`src/sv/dcis_pkg.sv`:
```
// ----------------------------------------------------------------------------
// dcis_pkg
// Shared types, sizes, codes and digit tables of the decimal computer step.
// ----------------------------------------------------------------------------
package dcis_pkg;

  localparam int MEM_WORDS    = 100;
  localparam int REG_COUNT    = 10;
  localparam int AW           = $clog2(MEM_WORDS);
  localparam int RW           = (REG_COUNT > 1) ? $clog2(REG_COUNT) : 1;

  localparam int WORD_W       = 15;
  localparam int ADDR_FIELD_W = 7;
  localparam int CHAR_W       = 8;
  localparam int EV_W         = 3;
  localparam int MAG_W        = 14;
  localparam int DIGIT_W      = 4;
  localparam int MM_W         = 7;

  localparam int WORD_MAX     = 9999;
  localparam int MOD_BASE     = 10000;
  localparam int MM_SPAN      = 100;
  localparam int DIGIT_BASE   = 10;

  // magnitude / 100 as a multiply by a scaled reciprocal, exact below 10000
  localparam int Q100_MUL     = 5243;
  localparam int Q100_SHIFT   = 19;
  localparam int PROD_W       = 28;

  typedef logic signed [WORD_W-1:0] word_t;

  typedef enum logic [EV_W-1:0] {
    EV_NONE   = 3'd0,
    EV_PRINT  = 3'd1,
    EV_HALT   = 3'd2,
    EV_HALTED = 3'd3,
    EV_READ   = 3'd4
  } ev_t;

  localparam logic [DIGIT_W-1:0] OP_HALT  = 4'd0;
  localparam logic [DIGIT_W-1:0] OP_LOAD  = 4'd1;
  localparam logic [DIGIT_W-1:0] OP_STORE = 4'd2;
  localparam logic [DIGIT_W-1:0] OP_ADD   = 4'd3;
  localparam logic [DIGIT_W-1:0] OP_NEG   = 4'd4;
  localparam logic [DIGIT_W-1:0] OP_LDI   = 4'd5;
  localparam logic [DIGIT_W-1:0] OP_ADDI  = 4'd6;
  localparam logic [DIGIT_W-1:0] OP_JMP   = 4'd7;
  localparam logic [DIGIT_W-1:0] OP_BPOS  = 4'd8;
  localparam logic [DIGIT_W-1:0] OP_IO    = 4'd9;

  localparam logic [DIGIT_W-1:0] SUB_READ   = 4'd0;
  localparam logic [DIGIT_W-1:0] SUB_PRINT  = 4'd1;
  localparam logic [DIGIT_W-1:0] SUB_STRING = 4'd2;

  typedef struct packed {
    logic [DIGIT_W-1:0] op;
    logic [DIGIT_W-1:0] sub;
    logic               neg;
    logic [MM_W-1:0]    mm;
    word_t              ra;
    word_t              rb;
    word_t              mdat;
    logic [CHAR_W-1:0]  chr;
  } alu_in_t;

  typedef struct packed {
    logic              reg_we;
    word_t             reg_wdata;
    logic              mem_we;
    logic              jump;
    logic              advance;
    logic              halt;
    logic              str_start;
    ev_t               ev;
    logic [CHAR_W-1:0] ch;
    word_t             reg_out;
  } alu_out_t;

  // two low digits of a word -> memory address
  function automatic logic [AW-1:0] addr_mod(input logic [MM_W-1:0] mm);
    logic [AW-1:0] res;
    res = '0;
    for (int i = 0; i < MM_SPAN; i++) begin
      if (mm == MM_W'(i)) res = AW'(i % MEM_WORDS);
    end
    return res;
  endfunction

  // hundreds digit -> register index
  function automatic logic [RW-1:0] reg_mod(input logic [DIGIT_W-1:0] d);
    logic [RW-1:0] res;
    res = '0;
    for (int i = 0; i < DIGIT_BASE; i++) begin
      if (d == DIGIT_W'(i)) res = RW'(i % REG_COUNT);
    end
    return res;
  endfunction

  // value 0..99 -> {tens, ones}
  function automatic logic [2*DIGIT_W-1:0] split_digits(input logic [MM_W-1:0] q);
    logic [2*DIGIT_W-1:0] res;
    res = '0;
    for (int i = 0; i < MM_SPAN; i++) begin
      if (q == MM_W'(i)) res = {DIGIT_W'(i / DIGIT_BASE), DIGIT_W'(i % DIGIT_BASE)};
    end
    return res;
  endfunction

endpackage

```
`src/sv/dcis_in_if.sv`:
```
// ----------------------------------------------------------------------------
// dcis_in_if
// Input channel: one word per load or step request.
// ----------------------------------------------------------------------------
interface dcis_in_if;
  logic                                valid;
  logic                                ready;
  logic                                kind;
  logic [dcis_pkg::ADDR_FIELD_W-1:0]   load_addr;
  dcis_pkg::word_t                     load_value;
  logic [dcis_pkg::CHAR_W-1:0]         char_in;

  modport source (output valid, kind, load_addr, load_value, char_in, input ready);
  modport sink   (input valid, kind, load_addr, load_value, char_in, output ready);
endinterface

```
`src/sv/dcis_out_if.sv`:
```
// ----------------------------------------------------------------------------
// dcis_out_if
// Result channel: one word per accepted request.
// ----------------------------------------------------------------------------
interface dcis_out_if;
  logic                              valid;
  logic                              ready;
  dcis_pkg::ev_t                     event_res;
  logic [dcis_pkg::CHAR_W-1:0]       char_out;
  logic [dcis_pkg::ADDR_FIELD_W-1:0] pc_now;
  dcis_pkg::word_t                   instr_word;
  dcis_pkg::word_t                   reg_written;
  logic                              halted_flag;

  modport source (output valid, event_res, char_out, pc_now, instr_word, reg_written,
                  halted_flag, input ready);
  modport sink   (input valid, event_res, char_out, pc_now, instr_word, reg_written,
                  halted_flag, output ready);
endinterface

```
`src/sv/dcis_alu.sv`:
```
// ----------------------------------------------------------------------------
// dcis_alu
// Execute stage: decides register and memory write-back, flow and events.
// ----------------------------------------------------------------------------
module dcis_alu (
  input  dcis_pkg::alu_in_t  a_in,
  output dcis_pkg::alu_out_t a_out
);

  localparam logic signed [dcis_pkg::WORD_W:0] BASE_S =
    (dcis_pkg::WORD_W + 1)'(dcis_pkg::MOD_BASE);

  dcis_pkg::word_t imm;

  // truncating remainder by 10000 of a sum that stays below 20000 in size
  function automatic dcis_pkg::word_t wrap_sum(input dcis_pkg::word_t x,
                                                input dcis_pkg::word_t y);
    logic signed [dcis_pkg::WORD_W:0] s;
    s = (dcis_pkg::WORD_W + 1)'(x) + (dcis_pkg::WORD_W + 1)'(y);
    if (s >= BASE_S) begin
      s = s - BASE_S;
    end else if (s <= -BASE_S) begin
      s = s + BASE_S;
    end
    return s[dcis_pkg::WORD_W-1:0];
  endfunction

  always_comb begin
    imm = dcis_pkg::word_t'({{(dcis_pkg::WORD_W - dcis_pkg::MM_W){1'b0}}, a_in.mm});
    if (a_in.neg) imm = -imm;
  end

  always_comb begin
    a_out           = '0;
    a_out.reg_wdata = a_in.ra;
    a_out.ev        = dcis_pkg::EV_NONE;
    unique case (a_in.op)
      dcis_pkg::OP_HALT: begin
        a_out.halt = 1'b1;
        a_out.ev   = dcis_pkg::EV_HALT;
      end
      dcis_pkg::OP_LOAD: begin
        a_out.reg_we    = 1'b1;
        a_out.reg_wdata = a_in.mdat;
        a_out.advance   = 1'b1;
      end
      dcis_pkg::OP_STORE: begin
        a_out.mem_we  = 1'b1;
        a_out.advance = 1'b1;
      end
      dcis_pkg::OP_ADD: begin
        a_out.reg_we    = 1'b1;
        a_out.reg_wdata = wrap_sum(a_in.ra, a_in.mdat);
        a_out.advance   = 1'b1;
      end
      dcis_pkg::OP_NEG: begin
        a_out.reg_we    = 1'b1;
        a_out.reg_wdata = -a_in.ra;
        a_out.advance   = 1'b1;
      end
      dcis_pkg::OP_LDI: begin
        a_out.reg_we    = 1'b1;
        a_out.reg_wdata = imm;
        a_out.advance   = 1'b1;
      end
      dcis_pkg::OP_ADDI: begin
        a_out.reg_we    = 1'b1;
        a_out.reg_wdata = wrap_sum(a_in.ra, imm);
        a_out.advance   = 1'b1;
      end
      dcis_pkg::OP_JMP: begin
        a_out.jump = 1'b1;
      end
      dcis_pkg::OP_BPOS: begin
        if (!a_in.ra[dcis_pkg::WORD_W-1] && (a_in.ra != '0)) begin
          a_out.jump = 1'b1;
        end else begin
          a_out.advance = 1'b1;
        end
      end
      dcis_pkg::OP_IO: begin
        unique case (a_in.sub)
          dcis_pkg::SUB_READ: begin
            a_out.reg_we    = 1'b1;
            a_out.reg_wdata = dcis_pkg::word_t'(
              {{(dcis_pkg::WORD_W - dcis_pkg::CHAR_W){1'b0}}, a_in.chr});
            a_out.ev        = dcis_pkg::EV_READ;
            a_out.advance   = 1'b1;
          end
          dcis_pkg::SUB_PRINT: begin
            a_out.ch      = a_in.rb[dcis_pkg::CHAR_W-1:0];
            a_out.ev      = dcis_pkg::EV_PRINT;
            a_out.advance = 1'b1;
          end
          dcis_pkg::SUB_STRING: begin
            a_out.str_start = 1'b1;
          end
          default: begin
            a_out.advance = 1'b1;
          end
        endcase
      end
      default: begin
        a_out.advance = 1'b1;
      end
    endcase
    a_out.reg_out = a_out.reg_we ? a_out.reg_wdata : a_in.ra;
  end

endmodule

```
`src/sv/decimal_computer_instruction_step.sv`:
```
// ----------------------------------------------------------------------------
// decimal_computer_instruction_step
// A simple decimal computer that loads memory words and runs one instruction
// per request word. Main memory (100 signed four-digit words) and the ten
// registers sit in synchronous memories with registered reads and read as
// zero until written, so reset takes effect at once with no clearing pass.
// Every request word gives exactly one result word. A load word or a step on
// a halted machine goes from accept straight to the result state; an
// instruction step runs accept and fetch read, magnitude and hundreds split,
// digit split, operand read of memory and registers, execute and write back,
// and result, with a look-ahead read before the result when a print string
// instruction prints its first character and must look at the next word to
// see whether the string ends; a print string step that continues a string
// reads its character and may look ahead in the same way. A result that is
// not taken holds the sequencer in its result state. A new request word is
// taken whenever the sequencer is idle, even while the last result word
// still waits in the output register.
// ----------------------------------------------------------------------------
module decimal_computer_instruction_step (
  input  logic        clk,
  input  logic        rst_n,
  dcis_in_if.sink     in_chan,
  dcis_out_if.source  out_chan
);

  localparam int AW     = dcis_pkg::AW;
  localparam int RW     = dcis_pkg::RW;
  localparam int CW     = dcis_pkg::CHAR_W;
  localparam int MAG_W  = dcis_pkg::MAG_W;
  localparam int MM_W   = dcis_pkg::MM_W;
  localparam int DW     = dcis_pkg::DIGIT_W;

  localparam dcis_pkg::word_t WORD_HI = dcis_pkg::WORD_W'(dcis_pkg::WORD_MAX);
  localparam dcis_pkg::word_t WORD_LO = dcis_pkg::WORD_W'(-dcis_pkg::WORD_MAX);

  typedef enum logic [7:0] {
    ST_IDLE  = 8'b0000_0001,
    ST_FETCH = 8'b0000_0010,
    ST_DEC   = 8'b0000_0100,
    ST_ISSUE = 8'b0000_1000,
    ST_EXEC  = 8'b0001_0000,
    ST_STR0  = 8'b0010_0000,
    ST_STR1  = 8'b0100_0000,
    ST_RESP  = 8'b1000_0000
  } state_t;

  // sequencer and architectural state
  state_t               st_r,      st_nxt;
  logic [AW-1:0]        pc_r,      pc_nxt;
  logic [AW-1:0]        sp_r,      sp_nxt;
  logic [AW-1:0]        addr_r,    addr_nxt;
  logic [RW-1:0]        r_r,       r_nxt;
  dcis_pkg::word_t      ir_r,      ir_nxt;
  logic                 halted_r,  halted_nxt;
  logic                 str_act_r, str_act_nxt;

  // decode pipeline of the current word
  logic [CW-1:0]        chr_r,     chr_nxt;
  logic                 neg_r,     neg_nxt;
  logic [MAG_W-1:0]     mag_r,     mag_nxt;
  logic [MM_W-1:0]      q100_r,    q100_nxt;
  logic [MM_W-1:0]      mm_r,      mm_nxt;
  logic [DW-1:0]        op_r,      op_nxt;
  logic [DW-1:0]        dig_r,     dig_nxt;

  // result being built
  dcis_pkg::ev_t        res_ev_r,  res_ev_nxt;
  logic [CW-1:0]        res_ch_r,  res_ch_nxt;
  logic [AW-1:0]        res_pc_r,  res_pc_nxt;
  dcis_pkg::word_t      res_reg_r, res_reg_nxt;

  // output register
  logic                 out_valid_r, out_valid_nxt;
  dcis_pkg::ev_t        out_ev_r,    out_ev_nxt;
  logic [CW-1:0]        out_ch_r,    out_ch_nxt;
  logic [dcis_pkg::ADDR_FIELD_W-1:0] out_pc_r, out_pc_nxt;
  dcis_pkg::word_t      out_iw_r,    out_iw_nxt;
  dcis_pkg::word_t      out_reg_r,   out_reg_nxt;
  logic                 out_halt_r,  out_halt_nxt;

  // main memory
  dcis_pkg::word_t          mem [dcis_pkg::MEM_WORDS];
  logic [dcis_pkg::MEM_WORDS-1:0] mem_vld_r;
  dcis_pkg::word_t          mem_q_r;
  logic                     mem_qv_r;
  logic                     mem_we, mem_re;
  logic [AW-1:0]            mem_waddr, mem_raddr;
  dcis_pkg::word_t          mem_wdata, mem_rd;

  // register file: port A at a chosen index, port B fixed on register 0
  dcis_pkg::word_t          rf [dcis_pkg::REG_COUNT];
  logic [dcis_pkg::REG_COUNT-1:0] rf_vld_r;
  dcis_pkg::word_t          rfa_q_r, rfb_q_r;
  logic                     rfa_qv_r, rfb_qv_r;
  logic                     rf_we, rfa_re;
  logic [RW-1:0]            rf_waddr, rfa_raddr;
  dcis_pkg::word_t          rf_wdata, rf_a, rf_b;

  // helpers
  dcis_pkg::alu_in_t        alu_in;
  dcis_pkg::alu_out_t       alu_out;
  dcis_pkg::word_t          load_sat, fetch_neg;
  logic [MAG_W-1:0]         fetch_mag, hund;
  logic [dcis_pkg::PROD_W-1:0] q_prod;
  logic [AW:0]              pc_sum, p_sum;
  logic [AW-1:0]            pc_inc, str_p;
  logic                     str_last, str_go, load_ok, in_acc;

  assign mem_rd = mem_qv_r ? mem_q_r : '0;
  assign rf_a   = rfa_qv_r ? rfa_q_r : '0;
  assign rf_b   = rfb_qv_r ? rfb_q_r : '0;

  assign in_acc        = in_chan.valid && in_chan.ready;
  assign in_chan.ready = (st_r == ST_IDLE);

  // clip a load word to four digits
  always_comb begin
    load_sat = in_chan.load_value;
    if (in_chan.load_value > WORD_HI) begin
      load_sat = WORD_HI;
    end else if (in_chan.load_value < WORD_LO) begin
      load_sat = WORD_LO;
    end
  end
  assign load_ok = (in_chan.load_addr < dcis_pkg::ADDR_FIELD_W'(dcis_pkg::MEM_WORDS));

  // magnitude and hundreds of the fetched word
  assign fetch_neg = -mem_rd;
  assign fetch_mag = mem_rd[dcis_pkg::WORD_W-1] ? fetch_neg[MAG_W-1:0] : mem_rd[MAG_W-1:0];
  assign q_prod    = dcis_pkg::PROD_W'(fetch_mag) * dcis_pkg::PROD_W'(dcis_pkg::Q100_MUL);
  assign hund      = MAG_W'(q100_r) * MAG_W'(dcis_pkg::MM_SPAN);

  // wrap the pc at the end of memory; a string pointer there ends the string
  assign pc_sum   = {1'b0, pc_r} + 1'b1;
  assign pc_inc   = (pc_sum == (AW + 1)'(dcis_pkg::MEM_WORDS)) ? '0 : pc_sum[AW-1:0];
  assign str_p    = (st_r == ST_STR0) ? sp_r : addr_r;
  assign p_sum    = {1'b0, str_p} + 1'b1;
  assign str_last = (p_sum == (AW + 1)'(dcis_pkg::MEM_WORDS));

  always_comb begin
    alu_in      = '0;
    alu_in.op   = op_r;
    alu_in.sub  = dig_r;
    alu_in.neg  = neg_r;
    alu_in.mm   = mm_r;
    alu_in.ra   = rf_a;
    alu_in.rb   = rf_b;
    alu_in.mdat = mem_rd;
    alu_in.chr  = chr_r;
  end

  dcis_alu u_alu (
    .a_in  (alu_in),
    .a_out (alu_out)
  );

  assign str_go = ((st_r == ST_EXEC) && alu_out.str_start) || (st_r == ST_STR0);

  // sequencer
  always_comb begin
    st_nxt        = st_r;
    pc_nxt        = pc_r;
    sp_nxt        = sp_r;
    addr_nxt      = addr_r;
    r_nxt         = r_r;
    ir_nxt        = ir_r;
    halted_nxt    = halted_r;
    str_act_nxt   = str_act_r;
    chr_nxt       = chr_r;
    neg_nxt       = neg_r;
    mag_nxt       = mag_r;
    q100_nxt      = q100_r;
    mm_nxt        = mm_r;
    op_nxt        = op_r;
    dig_nxt       = dig_r;
    res_ev_nxt    = res_ev_r;
    res_ch_nxt    = res_ch_r;
    res_pc_nxt    = res_pc_r;
    res_reg_nxt   = res_reg_r;
    out_valid_nxt = out_valid_r && !out_chan.ready;
    out_ev_nxt    = out_ev_r;
    out_ch_nxt    = out_ch_r;
    out_pc_nxt    = out_pc_r;
    out_iw_nxt    = out_iw_r;
    out_reg_nxt   = out_reg_r;
    out_halt_nxt  = out_halt_r;

    mem_we    = 1'b0;
    mem_waddr = addr_r;
    mem_wdata = rf_a;
    mem_re    = 1'b0;
    mem_raddr = pc_r;
    rf_we     = 1'b0;
    rf_waddr  = r_r;
    rf_wdata  = alu_out.reg_wdata;
    rfa_re    = 1'b0;
    rfa_raddr = r_r;

    unique case (st_r)
      ST_IDLE: begin
        if (in_acc) begin
          res_pc_nxt  = pc_r;
          chr_nxt     = in_chan.char_in;
          res_ev_nxt  = dcis_pkg::EV_NONE;
          res_ch_nxt  = '0;
          res_reg_nxt = '0;
          if (!in_chan.kind) begin
            // load word: write and answer straight away
            if (load_ok) begin
              mem_we    = 1'b1;
              mem_waddr = in_chan.load_addr[AW-1:0];
              mem_wdata = load_sat;
            end
            st_nxt = ST_RESP;
          end else if (halted_r) begin
            res_ev_nxt = dcis_pkg::EV_HALTED;
            st_nxt     = ST_RESP;
          end else if (str_act_r) begin
            // carry on with the string: no new fetch
            mem_re    = 1'b1;
            mem_raddr = sp_r;
            rfa_re    = 1'b1;
            rfa_raddr = r_r;
            st_nxt    = ST_STR0;
          end else begin
            mem_re    = 1'b1;
            mem_raddr = pc_r;
            st_nxt    = ST_FETCH;
          end
        end
      end
      ST_FETCH: begin
        ir_nxt   = mem_rd;
        neg_nxt  = mem_rd[dcis_pkg::WORD_W-1];
        mag_nxt  = fetch_mag;
        q100_nxt = q_prod[dcis_pkg::Q100_SHIFT +: MM_W];
        st_nxt   = ST_DEC;
      end
      ST_DEC: begin
        mm_nxt            = MM_W'(mag_r - hund);
        {op_nxt, dig_nxt} = dcis_pkg::split_digits(q100_r);
        st_nxt            = ST_ISSUE;
      end
      ST_ISSUE: begin
        r_nxt     = dcis_pkg::reg_mod(dig_r);
        addr_nxt  = dcis_pkg::addr_mod(mm_r);
        mem_re    = 1'b1;
        mem_raddr = addr_nxt;
        rfa_re    = 1'b1;
        rfa_raddr = r_nxt;
        st_nxt    = ST_EXEC;
      end
      ST_EXEC: begin
        res_reg_nxt = alu_out.reg_out;
        res_ev_nxt  = alu_out.ev;
        res_ch_nxt  = alu_out.ch;
        rf_we       = alu_out.reg_we;
        mem_we      = alu_out.mem_we;
        if (alu_out.halt)    halted_nxt = 1'b1;
        if (alu_out.jump)    pc_nxt     = addr_r;
        if (alu_out.advance) pc_nxt     = pc_inc;
        st_nxt = ST_RESP;
      end
      ST_STR0: begin
        res_reg_nxt = rf_a;
        st_nxt      = ST_RESP;
      end
      ST_STR1: begin
        // look-ahead word decides whether the string goes on
        if (mem_rd == '0) begin
          str_act_nxt = 1'b0;
          pc_nxt      = pc_inc;
        end else begin
          str_act_nxt = 1'b1;
        end
        st_nxt = ST_RESP;
      end
      ST_RESP: begin
        if (!out_valid_r || out_chan.ready) begin
          out_valid_nxt = 1'b1;
          out_ev_nxt    = res_ev_r;
          out_ch_nxt    = res_ch_r;
          out_pc_nxt    = dcis_pkg::ADDR_FIELD_W'(res_pc_r);
          out_iw_nxt    = ir_r;
          out_reg_nxt   = res_reg_r;
          out_halt_nxt  = halted_r;
          st_nxt        = ST_IDLE;
        end
      end
      default: begin
        st_nxt = ST_IDLE;
      end
    endcase

    // one string character: a zero word ends the string; else print it, then end or read ahead
    if (str_go) begin
      if (mem_rd == '0) begin
        str_act_nxt = 1'b0;
        pc_nxt      = pc_inc;
        res_ev_nxt  = dcis_pkg::EV_NONE;
        res_ch_nxt  = '0;
      end else begin
        res_ev_nxt = dcis_pkg::EV_PRINT;
        res_ch_nxt = mem_rd[CW-1:0];
        if (str_last) begin
          str_act_nxt = 1'b0;
          pc_nxt      = pc_inc;
        end else begin
          sp_nxt    = p_sum[AW-1:0];
          mem_re    = 1'b1;
          mem_raddr = p_sum[AW-1:0];
          st_nxt    = ST_STR1;
        end
      end
    end
  end

  // main memory: one write and one registered read port
  always_ff @(posedge clk) begin
    if (mem_we) begin
      mem[mem_waddr] <= mem_wdata;
    end
    if (mem_re) begin
      mem_q_r <= mem[mem_raddr];
    end
  end

  always_ff @(posedge clk) begin
    if (!rst_n) begin
      mem_vld_r <= '0;
      mem_qv_r  <= 1'b0;
    end else begin
      if (mem_we) begin
        mem_vld_r[mem_waddr] <= 1'b1;
      end
      if (mem_re) begin
        mem_qv_r <= mem_vld_r[mem_raddr];
      end
    end
  end

  // register file
  always_ff @(posedge clk) begin
    if (rf_we) begin
      rf[rf_waddr] <= rf_wdata;
    end
    if (rfa_re) begin
      rfa_q_r <= rf[rfa_raddr];
    end
    rfb_q_r <= rf[0];
  end

  always_ff @(posedge clk) begin
    if (!rst_n) begin
      rf_vld_r <= '0;
      rfa_qv_r <= 1'b0;
      rfb_qv_r <= 1'b0;
    end else begin
      if (rf_we) begin
        rf_vld_r[rf_waddr] <= 1'b1;
      end
      if (rfa_re) begin
        rfa_qv_r <= rf_vld_r[rfa_raddr];
      end
      rfb_qv_r <= rf_vld_r[0];
    end
  end

  // control and architectural state
  always_ff @(posedge clk) begin
    if (!rst_n) begin
      st_r        <= ST_IDLE;
      pc_r        <= '0;
      sp_r        <= '0;
      ir_r        <= '0;
      halted_r    <= 1'b0;
      str_act_r   <= 1'b0;
      out_valid_r <= 1'b0;
    end else begin
      st_r        <= st_nxt;
      pc_r        <= pc_nxt;
      sp_r        <= sp_nxt;
      ir_r        <= ir_nxt;
      halted_r    <= halted_nxt;
      str_act_r   <= str_act_nxt;
      out_valid_r <= out_valid_nxt;
    end
  end

  // payload: no reset
  always_ff @(posedge clk) begin
    addr_r     <= addr_nxt;
    r_r        <= r_nxt;
    chr_r      <= chr_nxt;
    neg_r      <= neg_nxt;
    mag_r      <= mag_nxt;
    q100_r     <= q100_nxt;
    mm_r       <= mm_nxt;
    op_r       <= op_nxt;
    dig_r      <= dig_nxt;
    res_ev_r   <= res_ev_nxt;
    res_ch_r   <= res_ch_nxt;
    res_pc_r   <= res_pc_nxt;
    res_reg_r  <= res_reg_nxt;
    out_ev_r   <= out_ev_nxt;
    out_ch_r   <= out_ch_nxt;
    out_pc_r   <= out_pc_nxt;
    out_iw_r   <= out_iw_nxt;
    out_reg_r  <= out_reg_nxt;
    out_halt_r <= out_halt_nxt;
  end

  assign out_chan.valid       = out_valid_r;
  assign out_chan.event_res   = out_ev_r;
  assign out_chan.char_out    = out_ch_r;
  assign out_chan.pc_now      = out_pc_r;
  assign out_chan.instr_word  = out_iw_r;
  assign out_chan.reg_written = out_reg_r;
  assign out_chan.halted_flag = out_halt_r;

endmodule

```
`src/flat_wrapper.sv`:
```
// flat-port wrapper written by rule: the top's interface ports become plain ports
module decimal_computer_instruction_step_flat 
  (clk, rst_n, in_chan_valid, in_chan_kind, in_chan_load_addr, in_chan_load_value, in_chan_char_in, in_chan_ready, out_chan_valid, out_chan_event_res, out_chan_char_out, out_chan_pc_now, out_chan_instr_word, out_chan_reg_written, out_chan_halted_flag, out_chan_ready);
  dcis_in_if in_chan_i ();
  dcis_out_if out_chan_i ();
  input  logic clk;
  input  logic rst_n;
  input wire logic [$bits(in_chan_i.valid)-1:0] in_chan_valid;
  input wire logic [$bits(in_chan_i.kind)-1:0] in_chan_kind;
  input wire logic [$bits(in_chan_i.load_addr)-1:0] in_chan_load_addr;
  input wire logic [$bits(in_chan_i.load_value)-1:0] in_chan_load_value;
  input wire logic [$bits(in_chan_i.char_in)-1:0] in_chan_char_in;
  output wire logic [$bits(in_chan_i.ready)-1:0] in_chan_ready;
  output wire logic [$bits(out_chan_i.valid)-1:0] out_chan_valid;
  output wire logic [$bits(out_chan_i.event_res)-1:0] out_chan_event_res;
  output wire logic [$bits(out_chan_i.char_out)-1:0] out_chan_char_out;
  output wire logic [$bits(out_chan_i.pc_now)-1:0] out_chan_pc_now;
  output wire logic [$bits(out_chan_i.instr_word)-1:0] out_chan_instr_word;
  output wire logic [$bits(out_chan_i.reg_written)-1:0] out_chan_reg_written;
  output wire logic [$bits(out_chan_i.halted_flag)-1:0] out_chan_halted_flag;
  input wire logic [$bits(out_chan_i.ready)-1:0] out_chan_ready;
  assign in_chan_i.valid = in_chan_valid;
  assign in_chan_i.kind = in_chan_kind;
  assign in_chan_i.load_addr = in_chan_load_addr;
  assign in_chan_i.load_value = in_chan_load_value;
  assign in_chan_i.char_in = in_chan_char_in;
  assign in_chan_ready = in_chan_i.ready;
  assign out_chan_valid = out_chan_i.valid;
  assign out_chan_event_res = out_chan_i.event_res;
  assign out_chan_char_out = out_chan_i.char_out;
  assign out_chan_pc_now = out_chan_i.pc_now;
  assign out_chan_instr_word = out_chan_i.instr_word;
  assign out_chan_reg_written = out_chan_i.reg_written;
  assign out_chan_halted_flag = out_chan_i.halted_flag;
  assign out_chan_i.ready = out_chan_ready;
  decimal_computer_instruction_step u_core (.clk(clk), .rst_n(rst_n), .in_chan(in_chan_i), .out_chan(out_chan_i));
endmodule
```
`config.mk`:
```
export PLATFORM = sky130hd
export DESIGN_NAME = decimal_computer_instruction_step_flat
export DESIGN_NICKNAME = d
export VERILOG_FILES = /design/src/sv/dcis_pkg.sv /design/src/sv/dcis_in_if.sv /design/src/sv/dcis_out_if.sv /design/src/sv/dcis_alu.sv /design/src/sv/decimal_computer_instruction_step.sv /design/src/flat_wrapper.sv
export SDC_FILE = /design/constraint.sdc
export NUM_CORES = 2
export LEC_CHECK = 0
export BUFFER_PORTS_ARGS = -buffer_cell sky130_fd_sc_hd__buf_2
export CORE_MARGIN = 10
export CORE_UTILIZATION = 46
export DETAILED_ROUTE_END_ITERATION = 10
export PLACE_DENSITY = 0.73
export SLEW_MARGIN = 20
export SYNTH_ARGS = -nofsm -noshare
export SYNTH_HDL_FRONTEND = slang
export SYNTH_SLANG_ARGS = --single-unit
```
`constraint.sdc`:
```
create_clock -name clk -period 8.5 [get_ports clk]
set_input_delay 1.7 -clock clk [delete_from_list [all_inputs] [get_ports clk]]
set_output_delay 1.7 -clock clk [all_outputs]
set_load 0.01 [all_outputs]
```
**After elaboration in Yosys (flattened, before gate mapping)**

Memories as Yosys holds them, arrays and structs flattened. A register that Yosys moved wholly into a read port is not among the register bits.
Cells that the tools add are included.
Widths: inputs -> output; s select.

- Register bits: 284
- Bits in writable memories: 1650
- Input bits: 35
- Output and inout port bits: 51
- Logic and storage cells: 638
- Memories kept: 2

- Add/subtract/negate cells: 12
- Multiply operators: 2
- $lt $le $gt $ge: 13
- Equality and inequality tests: 228
- Muxes and demuxes: 316
- Bitwise logic cells: 4
- Reduce and logical (&&, ||, !) cells: 28

Memories:

| name | depth | bits a word | rd ports | clocked after memory_dff | write ports | RTL line | text |
|---|---|---|---|---|---|---|---|
| u_core.mem | 100 | 15 | 1 | 1 | 1 | decimal_computer_instruction_step.sv:82 | `dcis_pkg::word_t mem [dcis_pkg::MEM_WORDS];` |
| u_core.rf | 10 | 15 | 2 | 2 | 1 | decimal_computer_instruction_step.sv:91 | `dcis_pkg::word_t rf [dcis_pkg::REG_COUNT];` |

Operator list:

| operator | count |
|---|---|
| $mux 7 | 95 |
| $eq 7x7->1 const B | 72 |
| $eq 7x6->1 const B | 64 |
| $mux 6 | 53 |
| $mux 15 | 15 |
| $eq 7x5->1 const B | 32 |
| $mux 5 | 36 |
| $eq 7x4->1 const B | 16 |
| $mux 8 | 13 |
| $or 100x100->100 | 1 |
| $pmux 16 s6 | 1 |
| $mux 4 | 21 |
| $eq 7x3->1 const B | 8 |
| $pmux 8 s6 | 1 |
| $mux 3 | 15 |
| $pmux 15 s3 | 1 |
| $mux 1 | 41 |
| $add 15x15->16 | 2 |
| $eq 4x3->1 const B | 8 |
| $ge 16x15->1 const B | 2 |
| $le 16x15->1 const B | 2 |
| $add 15x15->15 const B | 2 |
| $sub 15x15->15 const B | 2 |
| $eq 7x2->1 const B | 4 |
| other kinds (55) | 96 |

**Longest topological paths before layout**

- Depth after elaboration: 106
- Depth in mapped cells: 30
- Mapped depth without buffers: 28

**Modules after synthesis**

From an unflattened synthesis, not the netlist that was laid out.

- Cell total of the unflattened synthesis: 7548
- Area total of the unflattened synthesis: 88249.6 µm²

By module, submodules not included:

| module | instances | cells each | area each (µm²) |
|---|---|---|---|
| decimal_computer_instruction_step | 1 | 6905 | 84003.1 |
| dcis_alu | 1 | 643 | 4246.6 |

**Worst setup path before layout**

No wires, ideal clock.

- Path kind: input -> register
- Start: in in_chan_load_addr[4]
- End: mem u_core.mem[0][11] in the netlist's numbering, data pin
- Setup time: 0.981 ns
- Arrival time: 6.446 ns
- Required time: 7.519 ns
- Path slack: 1.074 ns
- Stages on the path: 6
- Buffers on the path: 3
- Cells stage by stage: o311a_1 -> nor3_1 -> clkbuf_1 -> clkbuf_1 -> clkbuf_1 -> o21ai_0

- Cells in the longest elaborated chain, start to end: 5

RTL lines:

| item | RTL line | text |
|---|---|---|
| from (decl) | flat_wrapper.sv:10 | `input wire logic [$bits(in_chan_i.load_addr)-1:0] in_chan_load_addr;` |
| $lt 7x7->1 | decimal_computer_instruction_step.sv:125 | `assign load_ok = (in_chan.load_addr < dcis_pkg::ADDR_FIELD_W'(dcis_pkg::MEM_WORDS));` |
| $mux 15 | decimal_computer_instruction_step.sv:209 | `if (load_ok) begin` |
| $mux 15 | decimal_computer_instruction_step.sv:207 | `if (!in_chan.kind) begin` |
| $mux 15 | decimal_computer_instruction_step.sv:201 | `if (in_acc) begin` |
| $mux 15 | decimal_computer_instruction_step.sv:199 | `unique case (st_r)` |
| via u_core.mem_wdata[11] | decimal_computer_instruction_step.sv:88 | `dcis_pkg::word_t mem_wdata, mem_rd;` |
| to (decl) | decimal_computer_instruction_step.sv:82 |  |

The timed path passes the listed nets, and every way through them passes these cells.

**Worst setup path after layout**

- Start: reg u_core.mem_qv_r
- End: reg u_core.q100_r[6], data pin

- Cells in the longest elaborated chain, start to end: 4

RTL lines:

| item | RTL line | text |
|---|---|---|
| from (decl) | decimal_computer_instruction_step.sv:85 | `logic mem_qv_r;` |
| from (signal assigned) | decimal_computer_instruction_step.sv:337 | `mem_qv_r <= mem_vld_r[mem_raddr];` |
| $mux 15 * | decimal_computer_instruction_step.sv:109 | `assign mem_rd = mem_qv_r ? mem_q_r : '0;` |
| $neg 14->14 | decimal_computer_instruction_step.sv:128 | `assign fetch_neg = -mem_rd;` |
| $mux 14 * | decimal_computer_instruction_step.sv:129 | `assign fetch_mag = mem_rd[dcis_pkg::WORD_W-1] ? fetch_neg[MAG_W-1:0] : mem_rd[MAG_W-1:0];` |
| $mul 14x13->26 * | decimal_computer_instruction_step.sv:130 | `assign q_prod = dcis_pkg::PROD_W'(fetch_mag) * dcis_pkg::PROD_W'(dcis_pkg::Q100_MUL);` |
| via u_core.q_prod, one bit | decimal_computer_instruction_step.sv:104 | `logic [dcis_pkg::PROD_W-1:0] q_prod;` |
| to (signal assigned) | decimal_computer_instruction_step.sv:397 | `q100_r <= q100_nxt;` |
| to (decl) | decimal_computer_instruction_step.sv:61 | `logic [MM_W-1:0] q100_r, q100_nxt;` |

The timed path passes the listed nets; every way through them passes the cells marked *.
A chain may end at the register's enable or synchronous reset.

==> impl_results.md <==
* # clock sinks at between 1500 and 2000
* Setup CP Type: reg -> reg
* Setup bufs post-CTS at 0
* Post-Syn Area at 0.0873 mm^2
* MaxCap Viol Count at 0
* Final Non-Filler Cells at 9845
* Hold Path Class: reg -> reg
* Residual DRC count at 0
* First DRT Iteration DRCs at between 8000 and 9000
* Setup Skew at 97.5 ps
* Die outline width at around 460 um
* Final nets at 7422
* Top post-synthesis cells by area: edfxtp_1 62%, nand2_1 5.7%, dfxtp_1 3.8%
* Setup-failing EPs final at 0
* Port-buffer cells at 85
* Final wirelength at around 250 mm
* Clock root cell: clkbuf_16
* Routed vias/inst at 6.17
* Share of cells above drive strength 1 at 0.107
* Clock Tree Buf Depth at 3
* WL per Instance at 25.6 um
* CTS tree: built
* Final TNS setup at 0 ps
* Layout filler cell count at 15491
* Sequential area share after synthesis at 0.659
* Startpoint types: register
* DR pass1 iterations at 6
* Ys Warns at 0
* Pwr dens at 210 mW/mm^2
* Finished Core Util at 0.521
* IO Count at 86
* Via Count at about 61000
* Dominant cell type by area after synthesis: edfxtp_1
* CTS Buf Count at 190
* Hold_buf cts at 0
* WP data arrival at 8260 ps
* Yosys reg bits at 1972
* Lkg Pwr at 35.0 nW
* Setup crit end kind: register
* Clock Pin Slew Worst Setup and Hold Paths at 70 ps
* Area growth, synth to finish at 12.3%
* Initial Utilization at 0.464
* Post-CTS sizing at 0
* Slew margin rel. at 0.154
* Initial antenna violation count at 12
* Grt ovf at 0
* Yosys cell types at 98
* Antenna viol nets, final at 0
* Die ar. at slightly above 0.2 mm^2
* Top cell type's share of synthesized area at 0.622
* Cells after Synth at about 7100
* Worst Path Max Fanout at 19
* CORE AREA at 0.188 mm^2
* H-tree levels at 4
* Hold Violations, Final at 0
* Status: completed
* Peak Freq at 0.130 GHz
* Tmin final at 7710 ps
* Syn nets at 7350
* CP required at 9050 ps
* First-pass GRT wire length at 374 mm
* Row cnt at 159
* Dpl ws at 903 ps
* Syn Area/Cell at roughly 12 um^2
* Final setup margin at 790 ps
* Largest net degree at the start of global routing at 142
* Main synth FF type: edfxtp_1
* Final HPWL DP at 156 mm
* Placed Instances at 9470
* Worst-Margin Slew at 1250 ps
* Tot GR Track Use at 0.233
* Unrepaired setup endpoints after global routing: false
* RD Place Congestion at 0.965
* Async S/R FF share, synth at 0
* Pins Over Slew Limit at 0
* Vias in the first global route at 58131
* Max IR drop VDD at 0.164 mV
* Die span in y at 456 um
* Period Utilization, post-route at 0.907
* Clock Latency Late Sink at approximately 890 ps
* EDFF count, synth at 1807
-- cells in the mapped netlist, drive strengths merged, types with 13 or more instances --
library cell	n
o22ai	25
a21oi	152
xor2	24
o31ai	13
or2	17
fa	65
nand2	1320
and2	21
nor2	493
clkbuf	312
nand2b	33
a31oi	117
a22oi	40
inv	201
buf	155
mux4	37
nor4b	23
o21a	20
edfxtp	1807
o211ai	30
ha	151
nor3	67
nor2b	24
and3	284
a21o	19
nand4	52
nor4	20
o21ai	215
xnor2	46
or3	22
nand3b	14
a211oi	255
dfxtp	165
mux2i	71
nand3	378
a311oi	216
-- worst max-delay path, stage by stage (launching register included) --
cell and delay, ps:
dfxtp_1 710, nand2_1 320, ha_1 420, o21ai_0 180, o31ai_1 120, xor2_1 170, nor2_1 600, ha_1 400
fa_1 500, fa_1 530, inv_1 60, fa_1 490, fa_1 490, inv_1 40, ha_1 280, a21o_1 170
a2111oi_0 410, nand2_1 120, a311o_1 330, o21ai_0 120, a211oi_1 160, o31ai_1 350, a21oi_1 150, a21oi_1 220
xnor2_1 90
-- path summary, 6_finish.rpt --
check / startpoint / cells past startpoint / to / slack (ps)
setup / recovery: u_core.mem_qv_r$_SDFFE_PN0P_ / 24 / u_core.q100_r[6]$_DFFE_PP_ / 790
hold reg to reg: u_core.rf[0][5]$_DFFE_PP_ / 0 / u_core.rfb_q_r[5]$_DFF_P_ / 370
setup reg to reg: u_core.mem_qv_r$_SDFFE_PN0P_ / 24 / u_core.q100_r[6]$_DFFE_PP_ / 790
hold / removal: u_core.rf[0][5]$_DFFE_PP_ / 0 / u_core.rfb_q_r[5]$_DFF_P_ / 370
-- cells by family (layout without fill, tap and decap cells) --
| family | Yosys count | count (layout) | synth area share |
|---|---|---|---|
| and+or+nand+nor | 2805 | 2805 | 0.145 |
| adders and majority gates | 216 | 216 | 0.0366 |
| AOI/OAI and AO/OA | 1245 | 1245 | 0.101 |
| muxes | 120 | 120 | 0.0192 |
| DFF | 1972 | 1972 | 0.659 |
| other | 0 | 10 | 0 |
| xor gates and xnor gates | 70 | 70 | 0.00702 |
| buffers and inverters | 671 | 912 | 0.0316 |
-- power by group --
part           leakage [nW]  total, W  internal (W)  switching (W)
logic                  13.8   0.00109      0.000296       0.000791
registers              18.1    0.0109        0.0108      0.0000551
clock network          3.09   0.00859       0.00482        0.00378
total                  35.0    0.0205        0.0159        0.00462
-- metal layers --
metal,share of wire,GRT usage,up-vias
met2,0.45,0.355,3616
met4,0.046,0.100,4
met5,0.00011,0,-
met1,0.39,0.316,29892
met3,0.12,0.0575,582
li1,-,-,26655
-- final cells by class --
| type | count | area [um^2] | share of cell area |
|---|---|---|---|
| multi-input combinational | 4456 | 27300 | 0.279 |
| sequential | 1972 | 57600 | 0.587 |
| tap | 2495 | 3120 | 0.0318 |
| timing repair buffer | 347 | 2780 | 0.0283 |
| clock buffer | 258 | 5170 | 0.0528 |
| clock inverter | 103 | 1240 | 0.0127 |
| inverter | 204 | 768 | 0.00784 |
| antenna | 10 | 25.0 | 0.000255 |
-- registers in the layout (all words and copies together), names as in the netlist, 8 cells and up --
register                     count
u_core.rf                      150
u_core.rf_vld_r                 10
u_core.out_chan.reg_written     15
u_core.out_chan.instr_word      15
u_core.res_reg_r                15
u_core.out_chan.char_out         8
u_core.st_r                      8
u_core.rfa_q_r                  15
u_core.res_ch_r                  8
u_core.chr_r                     8
u_core.mem_vld_r               100
u_core.mem                    1500
u_core.rfb_q_r                   8
u_core.mem_q_r                  15
u_core.ir_r                     15
-- metrics by stage --
stage	power, W	hold WS [ps]	cell area, um^2
after global placement	0.0121	360	91500
after floorplan	0.0117	348	87300
after global routing	0.0211	387	98000
after CTS	0.0206	370	97900
final	0.0205	371	98000
after detailed placement	0.0121	366	91500
-- cells in the final DEF (no fill, tap or decap), drive strengths merged, types with 17 or more instances in the layout --
cell and instances:
a211oi 255, a21o 19, a21oi 152, a22oi 40, a311oi 216, a31oi 117
and2 21, and3 284, buf 347, clkbuf 258, clkinv 76, dfxtp 165
edfxtp 1807, fa 65, ha 151, inv 210, mux2i 71, mux4 37
nand2 1320, nand2b 33, nand3 378, nand4 52, nor2 493, nor2b 24
nor3 67, nor4 20, nor4b 23, o211ai 30, o21a 20, o21ai 215
o22ai 25, or2 17, or3 22, xnor2 46, xor2 24
(Power assumes the default switching activity.)
